===== src/sv/wrsi_pkg.sv =====
package wrsi_pkg;

  localparam int unsigned MAX_PERIOD   = 255;
  localparam logic [7:0]  RESET_PERIOD = 8'd14;
  localparam logic [7:0]  MIN_PERIOD   = 8'd2;

  localparam int unsigned PC_W         = 5;
  localparam logic [5:0]  DIV_P_STEPS  = 6'd48;
  localparam logic [5:0]  DIV_R_STEPS  = 6'd17;
  localparam logic [16:0] RSI_ONE      = 17'd65536;

  localparam logic [PC_W-1:0] A_IDLE     = 5'd0;
  localparam logic [PC_W-1:0] A_DISPATCH = 5'd1;
  localparam logic [PC_W-1:0] A_SEED_ADD = 5'd3;
  localparam logic [PC_W-1:0] A_SDIV_G   = 5'd6;
  localparam logic [PC_W-1:0] A_SDIV_L   = 5'd9;
  localparam logic [PC_W-1:0] A_WILD     = 5'd11;
  localparam logic [PC_W-1:0] A_WDIV_G   = 5'd13;
  localparam logic [PC_W-1:0] A_WDIV_L   = 5'd17;
  localparam logic [PC_W-1:0] A_RSI      = 5'd19;
  localparam logic [PC_W-1:0] A_RDIV     = 5'd21;
  localparam logic [PC_W-1:0] A_EMIT_Q   = 5'd22;
  localparam logic [PC_W-1:0] A_ONE      = 5'd24;
  localparam logic [PC_W-1:0] A_ZERO     = 5'd26;
  localparam logic [PC_W-1:0] A_FIRST    = 5'd28;

  typedef enum logic [3:0] {
    OP_NONE,
    OP_ACCEPT,
    OP_FIRST,
    OP_SEED_ADD,
    OP_SEED_LOAD,
    OP_MUL,
    OP_WILD_LOAD,
    OP_DIV_STEP,
    OP_STORE,
    OP_RSI_LOAD,
    OP_EMIT_Q,
    OP_EMIT_ONE,
    OP_EMIT_ZERO
  } op_t;

  typedef enum logic [3:0] {
    C_NEVER,
    C_ALWAYS,
    C_NO_IN,
    C_FIRST,
    C_SMOOTH,
    C_SEEDING,
    C_DIV_MORE,
    C_LOSS_ZERO,
    C_OUT_BUSY
  } cond_t;

  typedef struct packed {
    op_t             op;
    logic            sel_loss;
    cond_t           cond;
    logic [PC_W-1:0] target;
  } ucode_t;

  function automatic ucode_t uw(input op_t o, input logic s, input cond_t c,
                                input logic [PC_W-1:0] t);
    ucode_t w;
    w.op       = o;
    w.sel_loss = s;
    w.cond     = c;
    w.target   = t;
    return w;
  endfunction

  function automatic ucode_t ucode_rom(input logic [PC_W-1:0] a);
    ucode_t w;
    w = uw(OP_NONE, 1'b0, C_ALWAYS, A_IDLE);
    unique case (a)
      5'd0:  w = uw(OP_ACCEPT,    1'b0, C_NO_IN,     A_IDLE);
      5'd1:  w = uw(OP_NONE,      1'b0, C_FIRST,     A_FIRST);
      5'd2:  w = uw(OP_NONE,      1'b0, C_SMOOTH,    A_WILD);
      5'd3:  w = uw(OP_SEED_ADD,  1'b0, C_NEVER,     A_IDLE);
      5'd4:  w = uw(OP_NONE,      1'b0, C_SEEDING,   A_ZERO);
      5'd5:  w = uw(OP_SEED_LOAD, 1'b0, C_NEVER,     A_IDLE);
      5'd6:  w = uw(OP_DIV_STEP,  1'b0, C_DIV_MORE,  A_SDIV_G);
      5'd7:  w = uw(OP_STORE,     1'b0, C_NEVER,     A_IDLE);
      5'd8:  w = uw(OP_SEED_LOAD, 1'b1, C_NEVER,     A_IDLE);
      5'd9:  w = uw(OP_DIV_STEP,  1'b1, C_DIV_MORE,  A_SDIV_L);
      5'd10: w = uw(OP_STORE,     1'b1, C_ALWAYS,    A_RSI);
      5'd11: w = uw(OP_MUL,       1'b0, C_NEVER,     A_IDLE);
      5'd12: w = uw(OP_WILD_LOAD, 1'b0, C_NEVER,     A_IDLE);
      5'd13: w = uw(OP_DIV_STEP,  1'b0, C_DIV_MORE,  A_WDIV_G);
      5'd14: w = uw(OP_STORE,     1'b0, C_NEVER,     A_IDLE);
      5'd15: w = uw(OP_MUL,       1'b1, C_NEVER,     A_IDLE);
      5'd16: w = uw(OP_WILD_LOAD, 1'b1, C_NEVER,     A_IDLE);
      5'd17: w = uw(OP_DIV_STEP,  1'b1, C_DIV_MORE,  A_WDIV_L);
      5'd18: w = uw(OP_STORE,     1'b1, C_NEVER,     A_IDLE);
      5'd19: w = uw(OP_NONE,      1'b0, C_LOSS_ZERO, A_ONE);
      5'd20: w = uw(OP_RSI_LOAD,  1'b0, C_NEVER,     A_IDLE);
      5'd21: w = uw(OP_DIV_STEP,  1'b0, C_DIV_MORE,  A_RDIV);
      5'd22: w = uw(OP_EMIT_Q,    1'b0, C_OUT_BUSY,  A_EMIT_Q);
      5'd23: w = uw(OP_NONE,      1'b0, C_ALWAYS,    A_IDLE);
      5'd24: w = uw(OP_EMIT_ONE,  1'b0, C_OUT_BUSY,  A_ONE);
      5'd25: w = uw(OP_NONE,      1'b0, C_ALWAYS,    A_IDLE);
      5'd26: w = uw(OP_EMIT_ZERO, 1'b0, C_OUT_BUSY,  A_ZERO);
      5'd27: w = uw(OP_NONE,      1'b0, C_ALWAYS,    A_IDLE);
      5'd28: w = uw(OP_FIRST,     1'b0, C_ALWAYS,    A_ZERO);
      default: w = uw(OP_NONE,    1'b0, C_ALWAYS,    A_IDLE);
    endcase
    return w;
  endfunction

  function automatic logic [7:0] clamp_period(input logic [7:0] v);
    logic [7:0] p;
    p = v;
    if (p < MIN_PERIOD) p = MIN_PERIOD;
    if (int'(p) > MAX_PERIOD) p = 8'(MAX_PERIOD);
    return p;
  endfunction

endpackage


===== src/sv/wilder_rsi_stream.sv =====
// Streaming Wilder RSI. Each price transfer (unsigned Q16.16) yields one result transfer:
// rsi_value is gain/(gain+loss) in Q1.16 (65536 = 1.0, also when the average loss is zero)
// and rsi_ready goes high once rsi_period price changes have been seen; before that the
// result is zero. Writing rsi_period (clamped to 2..255) restarts the stream and is taken
// only while the block is idle. One item at a time is handled by a small microcoded
// sequencer around a shared radix-2 divider. A first sample and a seeding sample emit zero
// without a division; the sample that completes the seed and every later sample run two
// 48-step divisions by the period and one 17-step ratio division, the last skipped when the
// average loss is zero. A stalled output holds the sequencer in its emit step.
// The next price is taken while a finished result still waits in the output register.
module wilder_rsi_stream import wrsi_pkg::*; (
  input  logic        clk,
  input  logic        rst,
  input  logic        cfg_valid,
  output logic        cfg_ready,
  input  logic [7:0]  rsi_period,
  input  logic        in_valid,
  output logic        in_ready,
  input  logic [31:0] price_sample,
  output logic        out_valid,
  input  logic        out_ready,
  output logic [16:0] rsi_value,
  output logic        rsi_ready
);

  logic [PC_W-1:0] pc;
  logic [PC_W-1:0] pc_next;
  ucode_t          cw;
  logic            cond_hit;
  logic            in_fire;
  logic            cfg_fire;
  logic            out_busy;
  logic            emit_op;

  logic [7:0]  period;
  logic [31:0] prev;
  logic [8:0]  count;
  logic [47:0] gain_mean;
  logic [47:0] loss_mean;

  logic [31:0] move_up;
  logic [31:0] move_dn;
  logic [55:0] prod;
  logic [48:0] rem;
  logic [48:0] divisor;
  logic [63:0] nsh;
  logic [5:0]  div_cnt;

  logic [8:0]  pp1;
  logic [7:0]  period_m1;
  logic [55:0] half;
  logic [47:0] src_avg;
  logic [31:0] src_move;
  logic [55:0] mul_res;
  logic [55:0] pnum;
  logic [49:0] trial;
  logic [49:0] diff;
  logic        q_bit;
  logic [48:0] total;

  assign cw        = ucode_rom(pc);
  assign cfg_ready = (pc == A_IDLE);
  assign in_ready  = (pc == A_IDLE) && !cfg_valid;
  assign in_fire   = in_valid && in_ready;
  assign cfg_fire  = cfg_valid && cfg_ready;
  assign out_busy  = out_valid && !out_ready;
  assign emit_op   = (cw.op == OP_EMIT_Q) || (cw.op == OP_EMIT_ONE) || (cw.op == OP_EMIT_ZERO);

  always_comb begin
    pp1       = {1'b0, period} + 9'd1;
    period_m1 = period - 8'd1;
    half      = 56'(period[7:1]);
    src_avg   = cw.sel_loss ? loss_mean : gain_mean;
    src_move  = cw.sel_loss ? move_dn : move_up;
    mul_res   = 56'(src_avg) * 56'(period_m1);
    if (cw.op == OP_SEED_LOAD) begin
      pnum = {src_avg[39:0], 16'b0} + half;
    end else begin
      pnum = prod + {8'b0, src_move, 16'b0} + half;
    end
    trial = {rem, nsh[63]};
    diff  = trial - {1'b0, divisor};
    q_bit = (trial >= {1'b0, divisor});
    total = {1'b0, gain_mean} + {1'b0, loss_mean};
  end

  always_comb begin
    unique case (cw.cond)
      C_NEVER:     cond_hit = 1'b0;
      C_ALWAYS:    cond_hit = 1'b1;
      C_NO_IN:     cond_hit = !in_fire;
      C_FIRST:     cond_hit = (count == 9'd0);
      C_SMOOTH:    cond_hit = (count >= pp1);
      C_SEEDING:   cond_hit = (count < pp1);
      C_DIV_MORE:  cond_hit = (div_cnt != 6'd1);
      C_LOSS_ZERO: cond_hit = (loss_mean == 48'd0);
      C_OUT_BUSY:  cond_hit = out_busy;
      default:     cond_hit = 1'b1;
    endcase
    pc_next = cond_hit ? cw.target : pc + 5'd1;
  end

  always_ff @(posedge clk) begin
    if (rst) begin
      pc        <= A_IDLE;
      period    <= RESET_PERIOD;
      prev      <= '0;
      count     <= '0;
      gain_mean <= '0;
      loss_mean <= '0;
      out_valid <= 1'b0;
    end else begin
      pc <= pc_next;
      if (emit_op && !out_busy) begin
        out_valid <= 1'b1;
      end else if (out_valid && out_ready) begin
        out_valid <= 1'b0;
      end
      if (cfg_fire) begin
        period    <= clamp_period(rsi_period);
        prev      <= '0;
        count     <= '0;
        gain_mean <= '0;
        loss_mean <= '0;
      end
      unique case (cw.op)
        OP_ACCEPT: begin
          if (in_fire) begin
            prev <= price_sample;
          end
        end
        OP_FIRST: count <= 9'd1;
        OP_SEED_ADD: begin
          gain_mean <= gain_mean + 48'(move_up);
          loss_mean <= loss_mean + 48'(move_dn);
          count     <= count + 9'd1;
        end
        OP_STORE: begin
          if (cw.sel_loss) begin
            loss_mean <= nsh[47:0];
          end else begin
            gain_mean <= nsh[47:0];
          end
        end
        default: ;
      endcase
    end
  end

  always_ff @(posedge clk) begin
    unique case (cw.op)
      OP_ACCEPT: begin
        move_up <= (price_sample > prev) ? price_sample - prev : 32'd0;
        move_dn <= (price_sample < prev) ? prev - price_sample : 32'd0;
      end
      OP_MUL: prod <= mul_res;
      OP_SEED_LOAD, OP_WILD_LOAD: begin
        rem     <= {41'b0, pnum[55:48]};
        nsh     <= {pnum[47:0], 16'b0};
        divisor <= {41'b0, period};
        div_cnt <= DIV_P_STEPS;
      end
      OP_RSI_LOAD: begin
        rem     <= {2'b0, gain_mean[47:1]};
        nsh     <= {gain_mean[0], 63'b0};
        divisor <= total;
        div_cnt <= DIV_R_STEPS;
      end
      OP_DIV_STEP: begin
        rem     <= q_bit ? diff[48:0] : trial[48:0];
        nsh     <= {nsh[62:0], q_bit};
        div_cnt <= div_cnt - 6'd1;
      end
      OP_EMIT_Q: begin
        if (!out_busy) begin
          rsi_value <= nsh[16:0];
          rsi_ready <= 1'b1;
        end
      end
      OP_EMIT_ONE: begin
        if (!out_busy) begin
          rsi_value <= RSI_ONE;
          rsi_ready <= 1'b1;
        end
      end
      OP_EMIT_ZERO: begin
        if (!out_busy) begin
          rsi_value <= 17'd0;
          rsi_ready <= 1'b0;
        end
      end
      default: ;
    endcase
  end

  a_accept_dispatch: assert property (@(posedge clk) disable iff (rst)
    in_fire |=> pc == A_DISPATCH)
    else $error("accepted price did not advance to dispatch");

  a_cfg_clears: assert property (@(posedge clk) disable iff (rst)
    cfg_fire |=> (count == 9'd0) && (gain_mean == 48'd0) && (loss_mean == 48'd0))
    else $error("period write did not clear the stream state");

  a_divisor_nonzero: assert property (@(posedge clk) disable iff (rst)
    (cw.op == OP_DIV_STEP) |-> (divisor != 49'd0))
    else $error("division step with zero divisor");

  a_not_ready_zero: assert property (@(posedge clk) disable iff (rst)
    (out_valid && !rsi_ready) |-> (rsi_value == 17'd0))
    else $error("non-ready result carries a value");

  a_value_range: assert property (@(posedge clk) disable iff (rst)
    out_valid |-> (rsi_value <= RSI_ONE))
    else $error("rsi_value above 1.0");

endmodule

===== config.mk =====
export PLATFORM = sky130hd
export DESIGN_NAME = wilder_rsi_stream
export DESIGN_NICKNAME = d
export VERILOG_FILES = /design/src/sv/wrsi_pkg.sv /design/src/sv/wilder_rsi_stream.sv
export SDC_FILE = /design/constraint.sdc
export NUM_CORES = 2
export LEC_CHECK = 0
export ABC_AREA = 0
export BUFFER_PORTS_ARGS = -buffer_cell sky130_fd_sc_hd__buf_2
export CORE_MARGIN = 8
export CORE_UTILIZATION = 60
export CTS_BUF_LIST = sky130_fd_sc_hd__clkbuf_8
export CTS_CLUSTER_SIZE = 14
export DETAILED_ROUTE_END_ITERATION = 16
export PLACE_DENSITY = 0.85
export SKIP_CTS_REPAIR_TIMING = 1
export SLEW_MARGIN = 30
export SYNTH_ARGS = -nofsm -noshare
export SYNTH_HDL_FRONTEND = slang
export SYNTH_SLANG_ARGS = --single-unit

===== constraint.sdc =====
create_clock -name clk -period 7.03 [get_ports clk]
set_input_delay 1.406 -clock clk [delete_from_list [all_inputs] [get_ports clk]]
set_output_delay 1.406 -clock clk [all_outputs]
set_load 0.005 [all_outputs]

Word level (Yosys, flattened, before mapping)
Memories as Yosys holds them, arrays and structs flattened. A register that Yosys moved wholly into a read port is not among the register bits.
Index checks and enable logic that the tools add are counted.
- memories kept: 1
- input port bits: 45
- flip-flop bits (word level): 457
- word-level logic and storage cells: 120
- memory bits (read-only): 448
- add/sub/neg operators: 14
- multiplexer cells: 32
- $lt $le $gt $ge: 6
- reduce and logical (&&, ||, !) cells: 26
- $mul: 1
- equal/unequal tests: 24
- memory list (memory ; depth ; width ; read ports ; clocked after Yosys merged registers in ; write ports ; RTL line ; text):
    (name not given) ; 32 ; 14 ; 1 ; 1 ; 0 ; wrsi_pkg.sv:75 ; unique case (a)
- operator list (cell ; count):
    48-bit 2-to-1 mux ; 5
    48-bit one-hot mux with 2 select lines ; 2
    64-bit one-hot mux with 3 select lines ; 1
    49-bit one-hot mux with 3 select lines ; 1
    32-bit 2-to-1 mux ; 4
    56-bit by 7-bit adder with 56-bit output ; 2
    49-bit one-hot mux with 2 select lines ; 1
    48-bit by 32-bit adder with 48-bit output ; 2
    32-bit subtractor ; 2
    56-bit by 48-bit adder with 56-bit output ; 1
    48-bit by 8-bit multiplier with 56-bit output ; 1
    56-bit 2-to-1 mux ; 1
    17-bit 2-to-1 mux ; 3
    17-bit one-hot mux with 3 select lines ; 1
    50-bit by 49-bit >= comparator with 1-bit output ; 1
    48-bit by 48-bit adder with 49-bit output ; 1
    49-bit 2-to-1 mux ; 1
    49-bit subtractor ; 1
    48-bit logical NOT ; 1
    4-bit by 3-bit equality test with 1-bit output, second input constant ; 8
    32-bit greater-than comparator ; 1
    32-bit < comparator ; 1
    4-bit equality test, second input constant ; 6
    6-bit one-hot mux with 3 select lines ; 1
    30 further kinds ; 54

Logic depth before layout (Yosys ltp)
- word-level depth: 7
- gate-level depth with buffers: 26
- mapped depth without buffers: 24

Worst setup path before layout
OpenSTA, ideal clock, no wires.
- path type: reg-to-reg
- start: reg cw[13] (netlist name)
- end: reg div_cnt[0], enable pin
- setup time: 0.493 ns
- stages on the path, launching flop included: 5
- path slack: -0.645 ns
- period minus slack after synthesis: 7.675 ns
- data arrival time: 7.182 ns
- cell sequence: dfxtp_1 clkbuf_1 nand2b_1 o21ai_0 nand2b_1
- longest elaborated chain between the ends: 3
- elaborated cells between the ends (all ways): 6
- classes of those cells: eq/ne: 4; reduce/logical: 2
- ends and longest elaborated chain (element ; RTL line ; text):
    4-bit by 3-bit equality test with 1-bit output ; wilder_rsi_stream.sv:151 ; unique case (cw.op)
    2-bit OR reduction ; wilder_rsi_stream.sv:151 ;
    3-bit nonzero test (no line) * ; n/a ;
    end signal, assigned ; wilder_rsi_stream.sv:172 ; div_cnt <= div_cnt - 6'd1;
    end, declared ; wilder_rsi_stream.sv:47 ; logic [5:0] div_cnt;
Every way passes the cells marked *; elsewhere a longest branch is shown, timed or not.
A chain may end at the register's enable or synchronous reset.

Worst setup path in the final report
- start: reg period[0]
- end: reg prod[36] (data pin)
- longest elaborated chain between the ends: 2
- ends and longest elaborated chain (element ; RTL line ; text):
    start, declared ; wilder_rsi_stream.sv:35 ; logic [7:0] period;
    start signal, assigned ; wilder_rsi_stream.sv:120 ; period <= clamp_period(rsi_period);
    8-bit by 1-bit subtractor with 8-bit output ; wilder_rsi_stream.sv:71 ; period_m1 = period - 8'd1;
    48-bit by 8-bit multiplier with 56-bit output ; wilder_rsi_stream.sv:75 ; mul_res = 56'(src_avg) * 56'(period_m1);
    named net mul_res[36] ; wilder_rsi_stream.sv:54 ; logic [55:0] mul_res;
    end signal, assigned ; wilder_rsi_stream.sv:156 ; OP_MUL: prod <= mul_res;
    end, declared ; wilder_rsi_stream.sv:43 ; logic [55:0] prod;
The timed path passes the listed nets, and every way through them passes these cells.

==> flow_summary_export.csv <==
group,metric,value,unit
routing,ant_nets,0,
run,maxCapViolations,0,
pwr,pwr-share-comb,55.9,%
clocking,clkTransAtPathRegs,0.06,ns
synthesis,synth.avg_cell_area,8.62,sq um
setup_path,path_max_fanout,39,
synthesis,synthCells,5514,
place,io_buffers,65,
setup_path,critPathMaxStageDelay,0.54,ns
cells_and_area,mostFrequentLayoutCells,"nor2_1, inv_1, a21oi_1",
clocking,cts_tree,"yes",
synthesis,ys_seq_area_share,26.3,%
die,start_util,60.3,%
global_routing,grt_pass1_vias,42000,
routing,via_per_inst,6.53,
die,die-area,0.0884,sq mm
synthesis,synth_area,0.0475,sq mm
timing,tightest_slew,1.03,ns
die,boundaryPins,66,
run_status,run_status,"finished, final reports clean",
routing,drc,0,
pwr,switchingPower,8.61,mW
clocking,htreeDepth,3,
setup_path,cp_num_buf_inv,7,
synthesis,yosysTopAreaCellShare,19.3,%
cells_and_area,layout-drive-gt1-share,9.96,%
min_path,hold_path_class,"flop to flop",
setup_path,crit_family,"adder cells",
clocking,clockRootBuffer,"clkbuf_8",
synthesis,ys_ff_latch,471,
pwr,switching_share,49.1,%
setup_path,rrSetupSlack,0.21,ns
clocking,clock-sinks,471,
global_routing,grt_pass1_wl,240000,microns
synthesis,synth_edf_count,306,
setup_path,cp-end-kind,"flop",
timing,tns,0,ns
cells_and_area,layout_commonest_cell,"nor2_1",
timing,fin_crit_sh,97.0,%
setup_path,crit_path_top_delay_cell,"fa_1",
cells_and_area,multi_input_area,0.0323,sq mm
timing,finalHoldViolations,0,
pwr,vdd_drop_max,0.231,mV
global_routing,grt_max_degree,81,
cells_and_area,final_nets,6227,
setup_path,critPathRequiredTime,7.47,ns
cells_and_area,regArea,0.0125,sq mm
place,gp_congestion,1.03,
routing,routed_wl,156000,microns
synthesis,syn-num-nets,6204,
cells_and_area,num-fill-cells,6471,
setup_path,criticalPathCategory,"flop to flop",
clocking,cts-buffers-inserted,85,
timing,max_freq,0.147,GHz
synthesis,synthFlopType,"edfxtp_1",
pwr,p_total,17.5,mW
pwr,power_density,343,mW/mm^2
global_routing,overflow,0,
timing,skew,0.0432,ns
place,hpwlAfterDp,121000,microns
clocking,clk_latency,0.72,ns
die,die_width,297,microns
pwr,p_clk_share,15.2,%
global_routing,antenna_found_initial,5,
routing,drt-initial-drc-count,5227,
setup_path,cp_data_arrival_time,7.26,ns
global_routing,grt_util_all_layers,34.0,%
pwr,pwr-share-seq,28.9,%
synthesis,netlist_top_cells_area,"edfxtp_1, fa_1, ha_1, dfxtp_1, nor2_1",
pwr,cellLeakagePower,21.8,nW
timing,layout_min_cycle_time,6.82,ns
clocking,clockBufferDepth,3,
routing,num_vias,43500,
die,die_h,297,microns
timing,rsz0062_at_grt,"false",
synthesis,synthArstFlopShare,0,%
timing,drv_slew,0,
routing,avgRoutedWirePerCell,23.4,microns
timing,slew-limit-headroom,30.9,%
cells_and_area,syn2layout_area_growth,7.64,%
timing,setup_viol,0,
pwr,p_int,8.93,mW
setup_path,crit_path_start_kind,"flop",
die,fp.coreArea,0.0787,sq mm
routing,drt_first_pass_iters,7,
die,rows,103,
synthesis,yosys.area.top_type,"edfxtp_1",
synthesis,synth.distinct_cells,110,
synthesis,ys_warn_count,0,
setup_path,cpMostUsedCell,"inv_1",
-- metrics by stage --
stage	utilization [%]	setup slack, ns	hold slack [ns]	std cells	instance area [sq um]
after floorplan	-	0.435	0.448	5514	47500
after global placement	62.7	0.00695	0.457	6499	49400
after detailed placement	62.7	0.154	0.459	6499	49400
after CTS	64.9	0.0870	0.468	6652	51100
after global routing	64.9	0.0201	0.499	6654	51100
final	65.0	0.208	0.468	6656	51100
-- synthesized netlist by cell type, types with 34 or more instances --
cell type	instances
o21bai_1	48
nand2_1	371
fa_1	283
inv_1	511
a31oi_1	45
ha_1	362
nor2_1	668
edfxtp_1	306
dfxtp_1	165
nand2b_1	43
nand4_1	59
nor2b_1	50
a211oi_1	34
and3_1	48
xnor2_1	169
a221oi_1	39
and2_1	60
mux2i_1	62
a22oi_1	34
nand3_1	128
o21a_1	48
or2_2	117
nor3_1	75
xor2_1	145
mux2_2	37
a21o_1	228
a21oi_1	409
o21ai_0	253
clkbuf_1	228
-- worst min-delay path: stages, from the launching register on --
cell and delay [ns]:
dfxtp_1 0.31, nand3_1 0.06, a21oi_1 0.06
-- final timing paths --
check,from,endpoint,cells after the start
max,period[0],prod[36],26
min,prev[31],prev[31],2
max reg2reg,period[0],prod[36],26
min reg2reg,prev[31],prev[31],2
-- per-layer routing --
layer | up-vias | share of wire (%) | GRT usage (%)
li1 | 19500 | - | -
met5 | - | 0.0083 | 0
met3 | 563 | 13 | 9.07
met2 | 2622 | 43 | 51.9
met4 | 2 | 6.4 | 18.2
met1 | 20800 | 37 | 43.9
-- power by group through the flow --
stage	combinational (mW)	clock (mW)	sequential [mW]
2_1_floorplan	6.81	0	4.47
3_3_place_gp	9.27	0	5.00
3_5_place_dp	9.44	0	5.02
4_1_cts	9.52	2.67	4.96
5_1_grt	10.5	2.79	5.05
6_report	9.80	2.67	5.07
-- registers in the layout (all words and copies together), names as in the netlist --
register,count
move_up,32
count,9
nsh,64
out_valid,1
period,8
prev,32
rsi_value,17
rsi_ready,1
prod,56
divisor,49
cw,14
rem,49
move_dn,32
div_cnt,6
gain_mean,48
loss_mean,48
pc,5
-- cell type report --
cell class                 instances  share of cell area, %
antenna                            3                 0.0147
clock buffer                      94                   2.53
clock inverter                    59                  0.741
inverter                         515                   3.78
multi-input combinational       4262                   63.1
sequential                       471                   24.4
tap                             1050                   2.57
timing repair buffer             202                   2.81
-- cell families (layout without fill, tap and decap cells) --
| kind of cell | Yosys count | in the layout | share of synthesized area (%) |
|---|---|---|---|
| AO/OA/AOI/OAI | 1462 | 1462 | 20.5 |
| AND/OR/NAND/NOR | 1736 | 1736 | 17.3 |
| XOR/XNOR | 314 | 314 | 5.79 |
| adder cells (fa/ha/maj) | 645 | 645 | 21.5 |
| multiplexers | 105 | 105 | 2.41 |
| other | 0 | 3 | 0 |
| buffers and inverters | 781 | 870 | 6.25 |
| flip-flops | 471 | 471 | 26.3 |
(Power assumes the default switching activity.)
